**src/rtl/lrqe_pkg.sv**
```systemverilog
`default_nettype none
package lrqe_pkg;

   localparam int unsigned QUEUE_DEPTH = 2;
   localparam int unsigned QUEUE_CW    = $clog2(QUEUE_DEPTH + 1);

   typedef struct packed {
      logic signed [31:0] pos_x;
      logic signed [31:0] pos_y;
      logic signed [31:0] pos_z;
      logic        [31:0] arc_len;
      logic               line_first;
   } req_type;

   typedef struct packed {
      logic signed [31:0] vert_x;
      logic signed [31:0] vert_y;
      logic signed [31:0] vert_z;
      logic signed [15:0] tan_x;
      logic signed [15:0] tan_y;
      logic signed [15:0] tan_z;
      logic        [31:0] vert_arc;
      logic               side_positive;
      logic               run_last;
   } rsp_type;

   // one segment handed from the front to the back
   typedef struct packed {
      logic signed [31:0] prev_x;
      logic signed [31:0] prev_y;
      logic signed [31:0] prev_z;
      logic        [31:0] prev_arc;
      logic signed [31:0] cur_x;
      logic signed [31:0] cur_y;
      logic signed [31:0] cur_z;
      logic        [31:0] cur_arc;
      logic signed [32:0] d_x;
      logic signed [32:0] d_y;
      logic signed [32:0] d_z;
   } job_type;

   typedef struct packed {
      logic                full;
      logic [QUEUE_CW-1:0] count;
   } queue_status_type;

   typedef enum logic [2:0] {
      B_IDLE,
      B_SHIFT,
      B_SQUARE,
      B_SQRT,
      B_CHECK,
      B_DIV,
      B_EMIT
   } back_state_type;

   // corner per vertex: bit 1 = current sample, bit 0 = positive side
   function automatic logic [1:0] corner_of(input logic [2:0] idx);
      logic [1:0] c;
      case (idx)
         3'd0:    c = 2'd0;
         3'd1:    c = 2'd1;
         3'd2:    c = 2'd2;
         3'd3:    c = 2'd1;
         3'd4:    c = 2'd3;
         3'd5:    c = 2'd2;
         default: c = 2'd0;
      endcase
      return c;
   endfunction

endpackage
`default_nettype wire

```
**src/rtl/lrqe_front.sv**
```systemverilog
`default_nettype none
module lrqe_front (
   input  wire                          clock,
   input  wire                          reset,
   input  wire                          req_valid,
   output logic                         req_stall,
   input  lrqe_pkg::req_type            req_data,
   input  lrqe_pkg::queue_status_type   q_status,
   output logic                         push,
   output lrqe_pkg::job_type            push_job
);
   import lrqe_pkg::*;

   logic signed [31:0] prev_x_ff, prev_y_ff, prev_z_ff;
   logic        [31:0] prev_arc_ff;
   logic               have_prev_ff;
   logic               accept;

   assign req_stall = q_status.full;
   assign accept    = req_valid && !q_status.full;
   // a segment exists only when a previous sample is held on the same line
   assign push      = accept && !req_data.line_first && have_prev_ff;

   always_comb begin
      push_job.prev_x   = prev_x_ff;
      push_job.prev_y   = prev_y_ff;
      push_job.prev_z   = prev_z_ff;
      push_job.prev_arc = prev_arc_ff;
      push_job.cur_x    = req_data.pos_x;
      push_job.cur_y    = req_data.pos_y;
      push_job.cur_z    = req_data.pos_z;
      push_job.cur_arc  = req_data.arc_len;
      push_job.d_x      = 33'(req_data.pos_x) - 33'(prev_x_ff);
      push_job.d_y      = 33'(req_data.pos_y) - 33'(prev_y_ff);
      push_job.d_z      = 33'(req_data.pos_z) - 33'(prev_z_ff);
   end

   always_ff @(posedge clock) begin
      if (reset) begin
         have_prev_ff <= 1'b0;
         prev_x_ff    <= '0;
         prev_y_ff    <= '0;
         prev_z_ff    <= '0;
         prev_arc_ff  <= '0;
      end else if (accept) begin
         have_prev_ff <= 1'b1;
         prev_x_ff    <= req_data.pos_x;
         prev_y_ff    <= req_data.pos_y;
         prev_z_ff    <= req_data.pos_z;
         prev_arc_ff  <= req_data.arc_len;
      end
   end

endmodule
`default_nettype wire

```
**src/rtl/lrqe_queue.sv**
```systemverilog
`default_nettype none
module lrqe_queue (
   input  wire                          clock,
   input  wire                          reset,
   input  wire                          push,
   input  lrqe_pkg::job_type            push_job,
   input  wire                          pop,
   output logic                         job_valid,
   output lrqe_pkg::job_type            job,
   output lrqe_pkg::queue_status_type   q_status
);
   import lrqe_pkg::*;

   localparam int unsigned PW = (QUEUE_DEPTH > 1) ? $clog2(QUEUE_DEPTH) : 1;

   job_type             mem_ff [QUEUE_DEPTH];
   logic [PW-1:0]       wr_ptr_ff, rd_ptr_ff;
   logic [QUEUE_CW-1:0] count_ff;
   logic                do_pop;

   assign job_valid      = count_ff != '0;
   assign job            = mem_ff[rd_ptr_ff];
   assign q_status.full  = count_ff == QUEUE_CW'(QUEUE_DEPTH);
   assign q_status.count = count_ff;
   assign do_pop         = pop && job_valid;

   always_ff @(posedge clock) begin
      if (push) begin
         mem_ff[wr_ptr_ff] <= push_job;
      end
   end

   always_ff @(posedge clock) begin
      if (reset) begin
         wr_ptr_ff <= '0;
         rd_ptr_ff <= '0;
         count_ff  <= '0;
      end else begin
         if (push) begin
            wr_ptr_ff <= (wr_ptr_ff == PW'(QUEUE_DEPTH - 1)) ? '0 : wr_ptr_ff + 1'b1;
         end
         if (do_pop) begin
            rd_ptr_ff <= (rd_ptr_ff == PW'(QUEUE_DEPTH - 1)) ? '0 : rd_ptr_ff + 1'b1;
         end
         count_ff <= count_ff + QUEUE_CW'(push) - QUEUE_CW'(do_pop);
      end
   end

endmodule
`default_nettype wire

```
**src/rtl/lrqe_back.sv**
```systemverilog
`default_nettype none
module lrqe_back #(
   parameter int unsigned TANGENT_FRAC_BITS = 14
) (
   input  wire                   clock,
   input  wire                   reset,
   input  wire  [15:0]           min_len,
   input  wire                   job_valid,
   input  lrqe_pkg::job_type     job,
   output logic                  pop,
   output logic                  rsp_valid,
   input  wire                   rsp_stall,
   output lrqe_pkg::rsp_type     rsp_data
);
   import lrqe_pkg::*;

   localparam int unsigned F  = TANGENT_FRAC_BITS;
   localparam int unsigned QW = F + 1;
   localparam int unsigned NW = 32 + F;

   back_state_type state_ff, state_in;

   job_type            job_ff;
   logic [32:0]        abs_ff [3];
   logic [30:0]        mag_ff [3];
   logic [2:0]         neg_ff;
   logic               snz_ff;
   logic [1:0]         k_ff;
   logic [61:0]        prod_ff;
   logic [63:0]        acc_ff;
   logic [63:0]        rad_ff;
   logic [31:0]        root_ff;
   logic [32:0]        srem_ff;
   logic [4:0]         cnt_ff;
   logic [31:0]        drem_ff;
   logic [F:0]         num_ff;
   logic [QW-1:0]      quo_ff;
   logic signed [15:0] tan_ff [3];
   logic [2:0]         vidx_ff;
   logic               rsp_valid_ff;
   rsp_type            rsp_ff;

   logic               any31, any32, out_free, sqrt_done, div_done, skip;
   logic [30:0]        mul_a, ld_mag;
   logic [61:0]        sq;
   logic [1:0]         ld_sel;
   logic [34:0]        s_sh, s_trial;
   logic [NW-1:0]      ld_num;
   logic [32:0]        d_sh;
   logic               d_bit;
   logic [QW-1:0]      q_fin;
   logic [31:0]        t32;
   logic signed [15:0] t_sat;
   logic [1:0]         corner;
   rsp_type            vert;

   assign out_free  = !rsp_valid_ff || !rsp_stall;
   assign rsp_valid = rsp_valid_ff;
   assign rsp_data  = rsp_ff;
   assign pop       = (state_ff == B_IDLE) && job_valid;

   assign any31 = abs_ff[0][31] | abs_ff[1][31] | abs_ff[2][31];
   assign any32 = abs_ff[0][32] | abs_ff[1][32] | abs_ff[2][32];

   assign sqrt_done = cnt_ff == 5'd31;
   assign div_done  = cnt_ff == 5'(F);
   assign skip      = (root_ff == '0) || (!snz_ff && (root_ff < {16'd0, min_len}));

   always_comb begin
      case (k_ff)
         2'd0:    mul_a = mag_ff[0];
         2'd1:    mul_a = mag_ff[1];
         2'd2:    mul_a = mag_ff[2];
         default: mul_a = '0;
      endcase
   end

   // full 62 bit square of one magnitude
   assign sq = mul_a * mul_a;

   // square root: two radicand bits per step
   assign s_sh    = {srem_ff, rad_ff[63:62]};
   assign s_trial = {1'b0, root_ff, 2'b01};

   // divider load: quotient is below 2^(F+1), so the top part is already below the length
   assign ld_sel = (state_ff == B_CHECK) ? 2'd0 : k_ff + 2'd1;
   always_comb begin
      case (ld_sel)
         2'd0:    ld_mag = mag_ff[0];
         2'd1:    ld_mag = mag_ff[1];
         2'd2:    ld_mag = mag_ff[2];
         default: ld_mag = '0;
      endcase
   end
   assign ld_num = {1'b0, ld_mag, F'(0)} + NW'(root_ff >> 1);

   assign d_sh  = {drem_ff, num_ff[F]};
   assign d_bit = d_sh >= {1'b0, root_ff};
   assign q_fin = {quo_ff[QW-2:0], d_bit};
   assign t32   = 32'(q_fin);

   // saturate to the field
   always_comb begin
      if (neg_ff[k_ff]) begin
         t_sat = (t32 > 32'd32768) ? 16'sh8000 : 16'(32'd0 - t32);
      end else begin
         t_sat = (t32 > 32'd32767) ? 16'sh7FFF : 16'(t32);
      end
   end

   assign corner = corner_of(vidx_ff);
   always_comb begin
      vert.vert_x        = corner[1] ? job_ff.cur_x   : job_ff.prev_x;
      vert.vert_y        = corner[1] ? job_ff.cur_y   : job_ff.prev_y;
      vert.vert_z        = corner[1] ? job_ff.cur_z   : job_ff.prev_z;
      vert.vert_arc      = corner[1] ? job_ff.cur_arc : job_ff.prev_arc;
      vert.tan_x         = tan_ff[0];
      vert.tan_y         = tan_ff[1];
      vert.tan_z         = tan_ff[2];
      vert.side_positive = corner[0];
      vert.run_last      = vidx_ff == 3'd5;
   end

   always_comb begin
      state_in = state_ff;
      case (state_ff)
         B_IDLE:   if (job_valid) state_in = B_SHIFT;
         B_SHIFT:  state_in = B_SQUARE;
         B_SQUARE: if (k_ff == 2'd3) state_in = B_SQRT;
         B_SQRT:   if (sqrt_done) state_in = B_CHECK;
         B_CHECK:  state_in = skip ? B_IDLE : B_DIV;
         B_DIV:    if (div_done && k_ff == 2'd2) state_in = B_EMIT;
         B_EMIT:   if (out_free && vidx_ff == 3'd5) state_in = B_IDLE;
         default:  state_in = B_IDLE;
      endcase
   end

   always_ff @(posedge clock) begin
      if (reset) begin
         state_ff <= B_IDLE;
      end else begin
         state_ff <= state_in;
      end
   end

   always_ff @(posedge clock) begin
      case (state_ff)
         B_IDLE: begin
            job_ff    <= job;
            neg_ff    <= {job.d_z[32], job.d_y[32], job.d_x[32]};
            abs_ff[0] <= job.d_x[32] ? 33'(-job.d_x) : 33'(job.d_x);
            abs_ff[1] <= job.d_y[32] ? 33'(-job.d_y) : 33'(job.d_y);
            abs_ff[2] <= job.d_z[32] ? 33'(-job.d_z) : 33'(job.d_z);
         end
         B_SHIFT: begin
            for (int i = 0; i < 3; i++) begin
               mag_ff[i] <= any32 ? 31'(abs_ff[i] >> 2) :
                            any31 ? 31'(abs_ff[i] >> 1) : abs_ff[i][30:0];
            end
            snz_ff  <= any31 | any32;
            k_ff    <= '0;
            acc_ff  <= '0;
            prod_ff <= '0;
         end
         B_SQUARE: begin
            if (k_ff == 2'd3) begin
               rad_ff  <= acc_ff + 64'(prod_ff);
               root_ff <= '0;
               srem_ff <= '0;
               cnt_ff  <= '0;
            end else begin
               acc_ff  <= acc_ff + 64'(prod_ff);
               prod_ff <= sq;
               k_ff    <= k_ff + 2'd1;
            end
         end
         B_SQRT: begin
            rad_ff <= {rad_ff[61:0], 2'b00};
            cnt_ff <= cnt_ff + 5'd1;
            if (s_sh >= s_trial) begin
               srem_ff <= 33'(s_sh - s_trial);
               root_ff <= {root_ff[30:0], 1'b1};
            end else begin
               srem_ff <= s_sh[32:0];
               root_ff <= {root_ff[30:0], 1'b0};
            end
         end
         B_CHECK: begin
            k_ff    <= '0;
            cnt_ff  <= '0;
            drem_ff <= 32'(ld_num[NW-1:F+1]);
            num_ff  <= ld_num[F:0];
            quo_ff  <= '0;
         end
         B_DIV: begin
            if (div_done) begin
               tan_ff[k_ff] <= t_sat;
               k_ff    <= k_ff + 2'd1;
               cnt_ff  <= '0;
               drem_ff <= 32'(ld_num[NW-1:F+1]);
               num_ff  <= ld_num[F:0];
               quo_ff  <= '0;
               vidx_ff <= '0;
            end else begin
               cnt_ff  <= cnt_ff + 5'd1;
               drem_ff <= d_bit ? 32'(d_sh - {1'b0, root_ff}) : d_sh[31:0];
               num_ff  <= {num_ff[F-1:0], 1'b0};
               quo_ff  <= q_fin;
            end
         end
         B_EMIT: begin
            if (out_free) begin
               vidx_ff <= vidx_ff + 3'd1;
            end
         end
         default: begin
         end
      endcase
   end

   always_ff @(posedge clock) begin
      if (reset) begin
         rsp_valid_ff <= 1'b0;
      end else if (out_free) begin
         rsp_valid_ff <= state_ff == B_EMIT;
      end
   end

   always_ff @(posedge clock) begin
      if (out_free && state_ff == B_EMIT) begin
         rsp_ff <= vert;
      end
   end

endmodule
`default_nettype wire

```
**src/rtl/line_ribbon_quad_expander_top.sv**
```systemverilog
`default_nettype none
// Line ribbon quad expander. Takes polyline samples (Q16.16 position, arc
// length, first-of-line flag) and, for every segment from the previous sample
// to the current one that is nonzero and at least csr_wdata's programmed
// minimum long, emits six ribbon vertices (triangles 0-1-2 and 1-3-2) carrying
// the unit tangent with TANGENT_FRAC_BITS fraction bits. The front takes one
// item per cycle into a two-entry queue while it has room; the back works on
// one segment at a time through the 32-step square root and the shared
// bit-serial divider, and holds while the result side stalls. First samples
// never reach the back; short segments pass through it and emit nothing.
module line_ribbon_quad_expander_top #(
   parameter int unsigned TANGENT_FRAC_BITS = 14
) (
   input  wire                 clock,
   input  wire                 reset,
   input  wire                 req_valid,
   output logic                req_stall,
   input  lrqe_pkg::req_type   req_data,
   output logic                rsp_valid,
   input  wire                 rsp_stall,
   output lrqe_pkg::rsp_type   rsp_data,
   input  wire                 csr_we,
   input  wire  [15:0]         csr_wdata
);
   import lrqe_pkg::*;

   logic [15:0]      min_len_ff;
   logic             push, pop, job_valid;
   job_type          push_job, job;
   queue_status_type q_status;

   // minimum segment length register, reset to one unit
   always_ff @(posedge clock) begin
      if (reset) begin
         min_len_ff <= 16'd1;
      end else if (csr_we) begin
         min_len_ff <= csr_wdata;
      end
   end

   // front: hold the previous sample, form the difference vector
   lrqe_front u_front (
      .clock     (clock),
      .reset     (reset),
      .req_valid (req_valid),
      .req_stall (req_stall),
      .req_data  (req_data),
      .q_status  (q_status),
      .push      (push),
      .push_job  (push_job)
   );

   lrqe_queue u_queue (
      .clock     (clock),
      .reset     (reset),
      .push      (push),
      .push_job  (push_job),
      .pop       (pop),
      .job_valid (job_valid),
      .job       (job),
      .q_status  (q_status)
   );

   // back: length, skip test, tangent, vertex emission
   lrqe_back #(
      .TANGENT_FRAC_BITS (TANGENT_FRAC_BITS)
   ) u_back (
      .clock     (clock),
      .reset     (reset),
      .min_len   (min_len_ff),
      .job_valid (job_valid),
      .job       (job),
      .pop       (pop),
      .rsp_valid (rsp_valid),
      .rsp_stall (rsp_stall),
      .rsp_data  (rsp_data)
   );

`ifndef SYNTHESIS
   // the closing vertex of a segment is always on the negative side
   a_last_side: assert property (@(posedge clock) disable iff (reset)
      rsp_valid && rsp_data.run_last |-> !rsp_data.side_positive)
      else $error("last vertex not on negative side");

   // the queue never holds more than its depth
   a_queue_bound: assert property (@(posedge clock) disable iff (reset)
      q_status.count <= QUEUE_CW'(QUEUE_DEPTH))
      else $error("queue overfilled");

   // no push is taken into a full queue
   a_no_overflow: assert property (@(posedge clock) disable iff (reset)
      q_status.full |-> !push)
      else $error("push into full queue");

   // a register write lands on the next cycle
   a_csr_write: assert property (@(posedge clock) disable iff (reset)
      csr_we |=> min_len_ff == $past(csr_wdata))
      else $error("minimum length write lost");
`endif

endmodule
`default_nettype wire

```
**config.mk**
```make
export PLATFORM = sky130hd
export DESIGN_NAME = line_ribbon_quad_expander_top
export DESIGN_NICKNAME = d
export VERILOG_FILES = /design/src/rtl/lrqe_pkg.sv /design/src/rtl/lrqe_front.sv /design/src/rtl/lrqe_queue.sv /design/src/rtl/lrqe_back.sv /design/src/rtl/line_ribbon_quad_expander_top.sv
export SDC_FILE = /design/constraint.sdc
export NUM_CORES = 2
export LEC_CHECK = 0
export ABC_AREA = 1
export BUFFER_PORTS_ARGS = -buffer_cell sky130_fd_sc_hd__buf_2
export CAP_MARGIN = 20
export CORE_MARGIN = 3
export CORE_UTILIZATION = 59
export DETAILED_ROUTE_END_ITERATION = 10
export PLACE_DENSITY = 0.76
export SLEW_MARGIN = 20
export SYNTH_ARGS = -nofsm -noshare
export SYNTH_HDL_FRONTEND = slang
export SYNTH_HIERARCHICAL = 1
export SYNTH_SLANG_ARGS = --single-unit
```
**constraint.sdc**
```tcl
create_clock -name clock -period 23.3 [get_ports clock]
set_input_delay 4.66 -clock clock [delete_from_list [all_inputs] [get_ports clock]]
set_output_delay 4.66 -clock clock [all_outputs]
set_load 0.02 [all_outputs]
```
==> results.md <==
- Maximum vdd drop: about 0.42 mV
- Die ar.: 209000 um2
- Number of I/O port buffers: about 330
- Max-cap violation count: 0
- Worst Path Buf+Inv: 9
- Initial Utilization: 59.7%
- Mux contribution to synthesized area: 4.68%
- Status: finished, final reports clean
- Critical path required time: 23890 ps
- RSZ-0062 raised after global routing: false
- Dpl ws: 12890 ps
- Startpoint class of the critical path: flip-flop
- DR WL/cell: 22.2 um
- Hold_buf cts: 0
- Clk Latency, worst-skew pair: a little under 900 ps
- Cell with the most instances after synthesis: nand2_1
- Critical setup path kind: reg -> reg
- Max-slew headroom: 17.2%
- Leak Pwr: roughly 0.057 uW
- Max Root-Sink Buffers: 3
- Post-synth net total: 13500
- Post-synth EDFFs: 1713
- Share of cells above drive strength 1: 11.3%
- #FFs+latches synth: 1867
- DRT Pass-1 Iters: 7
- CTS sink cnt: 1867
- Core region area: approximately 200000 um2
- Slew Limit Fails: 0
- Layout area overhead: 8.21%
- Pin count of the biggest net entering global routing: 145
- Skew final: 57.3 ps
- Post-synth top area share: 42.9%
- Simple-gate portion of the synthesized area: 14.7%
- Wirelength, routed: 335 mm
- Die Ht: 457 um
- Yosys cell types: 64
- GPL Wtd Cong: 0.995
- Setup_tns: 0 ps
- Die X: 457 um
- Placed instance area: about 120000 um2
- All-layer global routing usage: 32.0%
- Cell count after placement: 14700
- Crit path capture type: flip-flop
- Final Net Count: between 10000 and 15000
- Total CTS buffers: 191
- H-tree depth: 4
- Worst Path Max Fanout: 18
- Total global routing overflow: 0
- Critical path's slowest cell: inv_1
- Vias in the first global route: approximately 86000
- Vias: about 85000
- Area fraction in compound gates after synthesis: 6.15%
- Adder-cell share of the synthesized area: 18.2%
- Core Rows: 164
- CP max stage delay: 770 ps
- Fmax: 97.2 MHz
- Sequential element share of the synthesized area: between 40% and 50%
- Clock tree from TritonCTS: yes
- DR iter-0 viols: 7793
- Minimum clock period: 10280 ps
- Worst-path clk slew: 60 ps
- Synth cell count leaders: nand2_1 (2351), inv_1 (2149), edfxtp_1 (1713), nor2_1 (1351), fa_1 (761)
- Family with the most delay on the worst path: adder cells
- Post-synthesis xor/xnor area fraction: 1.84%
- Yosys top cell by area: edfxtp_1
- Main combinational cell family by area after synthesis: adder cells
- Final setup violation count: 0
- Worst slew pin tran: approximately 1200 ps
- Fin. Hold Viols: 0
- Mean Syn Cell Area: 9.94 um2
- Final worst-path cycle share: 44.1%
- Post-synth ARST share: 0%
- Min Hold Slack: 415 ps
- Root Buffer: clkbuf_16
- Most area-consuming cells after synthesis: edfxtp_1 (43%), fa_1 (13%), nand2_1 (7.4%), inv_1 (6.7%), ha_1 (5.5%)
- DRC viols: 0
- Synth Instances: 12100
- Final Cell Area: 130000 um2
- Post_cts resized: 0
- Synthesized area: 120000 um2
- Non-filler cells in the finished layout: roughly 15000
- Setup bufs post-CTS: 0
- Power per cell area: approximately 150 nW/um2
- Top FF cell, synth: edfxtp_1
- Via density: 5.63
- Worst Hold Class: reg -> reg
- Io pins: 330
- YS warnings: 6
- Post-route ant nets: 0
- Placed wire-length estimate: ~250 mm
- Initial antenna violation count: 15
- CP arrival: 10870 ps
- First-pass GRT wire length: 510 mm
- Final WS setup: roughly 13000 ps
- Crit path top cell by count: nand2_1
## final cells by class
type,count,area (um2)
timing repair buffer,427,2410
sequential,1867,54500
antenna,7,17.5
inverter,2167,8150
multi-input combinational,7613,54800
clock buffer,258,5210
fill,15900,71200
clock inverter,103,1410
tap,2656,3320
## metrics by stage
step                      total power, uW  utilization [%]
final                               19100             64.6
after global routing                20700             64.6
after CTS                           19100             64.6
after detailed placement            15800             61.3
after global placement              15800             61.3
after floorplan                     11800                -
## cells in the final DEF (no fill, tap or decap), types with 95 or more instances in the layout
| cell | instances |
|---|---|
| nand2_1 | 2340 |
| inv_1 | 2145 |
| edfxtp_1 | 1713 |
| nor2_1 | 1346 |
| fa_1 | 761 |
| ha_1 | 532 |
| a21oi_1 | 498 |
| o21ai_0 | 458 |
| mux2_2 | 413 |
| buf_2 | 328 |
| nand3_1 | 325 |
| clkbuf_16 | 192 |
| xor2_1 | 157 |
| dfxtp_1 | 153 |
| xnor2_1 | 95 |
## cell families (layout without fill, tap and decap cells)
group,Yosys count,in the layout
muxes,483,483
AOI/OAI and AO/OA,1240,1240
DFF,1867,1867
buffers and inverters,2593,2955
adders and majority gates,1293,1293
other,0,7
and+or+nand+nor,4345,4345
xor gates and xnor gates,252,252
## power breakdown
part           switching (uW)  internal [uW]
registers                 119           3990
logic                    8090           3680
clock network            1350           1840
total                    9560           9510
## sequential cells by signal, indices dropped and copies added (netlist names), 33 cells and up, named ones only
register,cells
u_back/srem_ff,33
u_back/abs_ff,99
u_back/mag_ff,93
u_back/rad_ff,64
u_back/rsp_data,178
u_back/acc_ff,64
u_back/prod_ff,61
u_back/tan_ff,48
u_back/job_ff,256
u_queue/mem_ff,710
## worst register-to-register path, delay by kind of cell, from the launching register on
family | cells | cell delay, ps
fa+ha+maj | 10 | 4830
buf+inv | 9 | 1900
simple gates | 10 | 1540
flops | 1 | 590
compound gates | 4 | 1190
## metal layers
metal | share of wire [%] | track usage (%)
met5 | 0.018 | 0
met4 | 4.7 | 13.1
met3 | 7.3 | 5.63
met2 | 47 | 52.8
met1 | 41 | 42.3
## worst paths after layout
path / startpoint / to / slack [ps] / depth (start not counted)
worst max-delay path: u_back/k_ff[0] / u_back/prod_ff[40] / 13020 / 33
worst min-delay path: u_back/tan_ff[1][13] / u_back/rsp_data[63] / 420 / 0
worst max register to register: u_back/k_ff[0] / u_back/prod_ff[40] / 13020 / 33
worst min register to register: u_back/tan_ff[1][13] / u_back/rsp_data[63] / 420 / 0
Power figures use the tool's default switching activity.
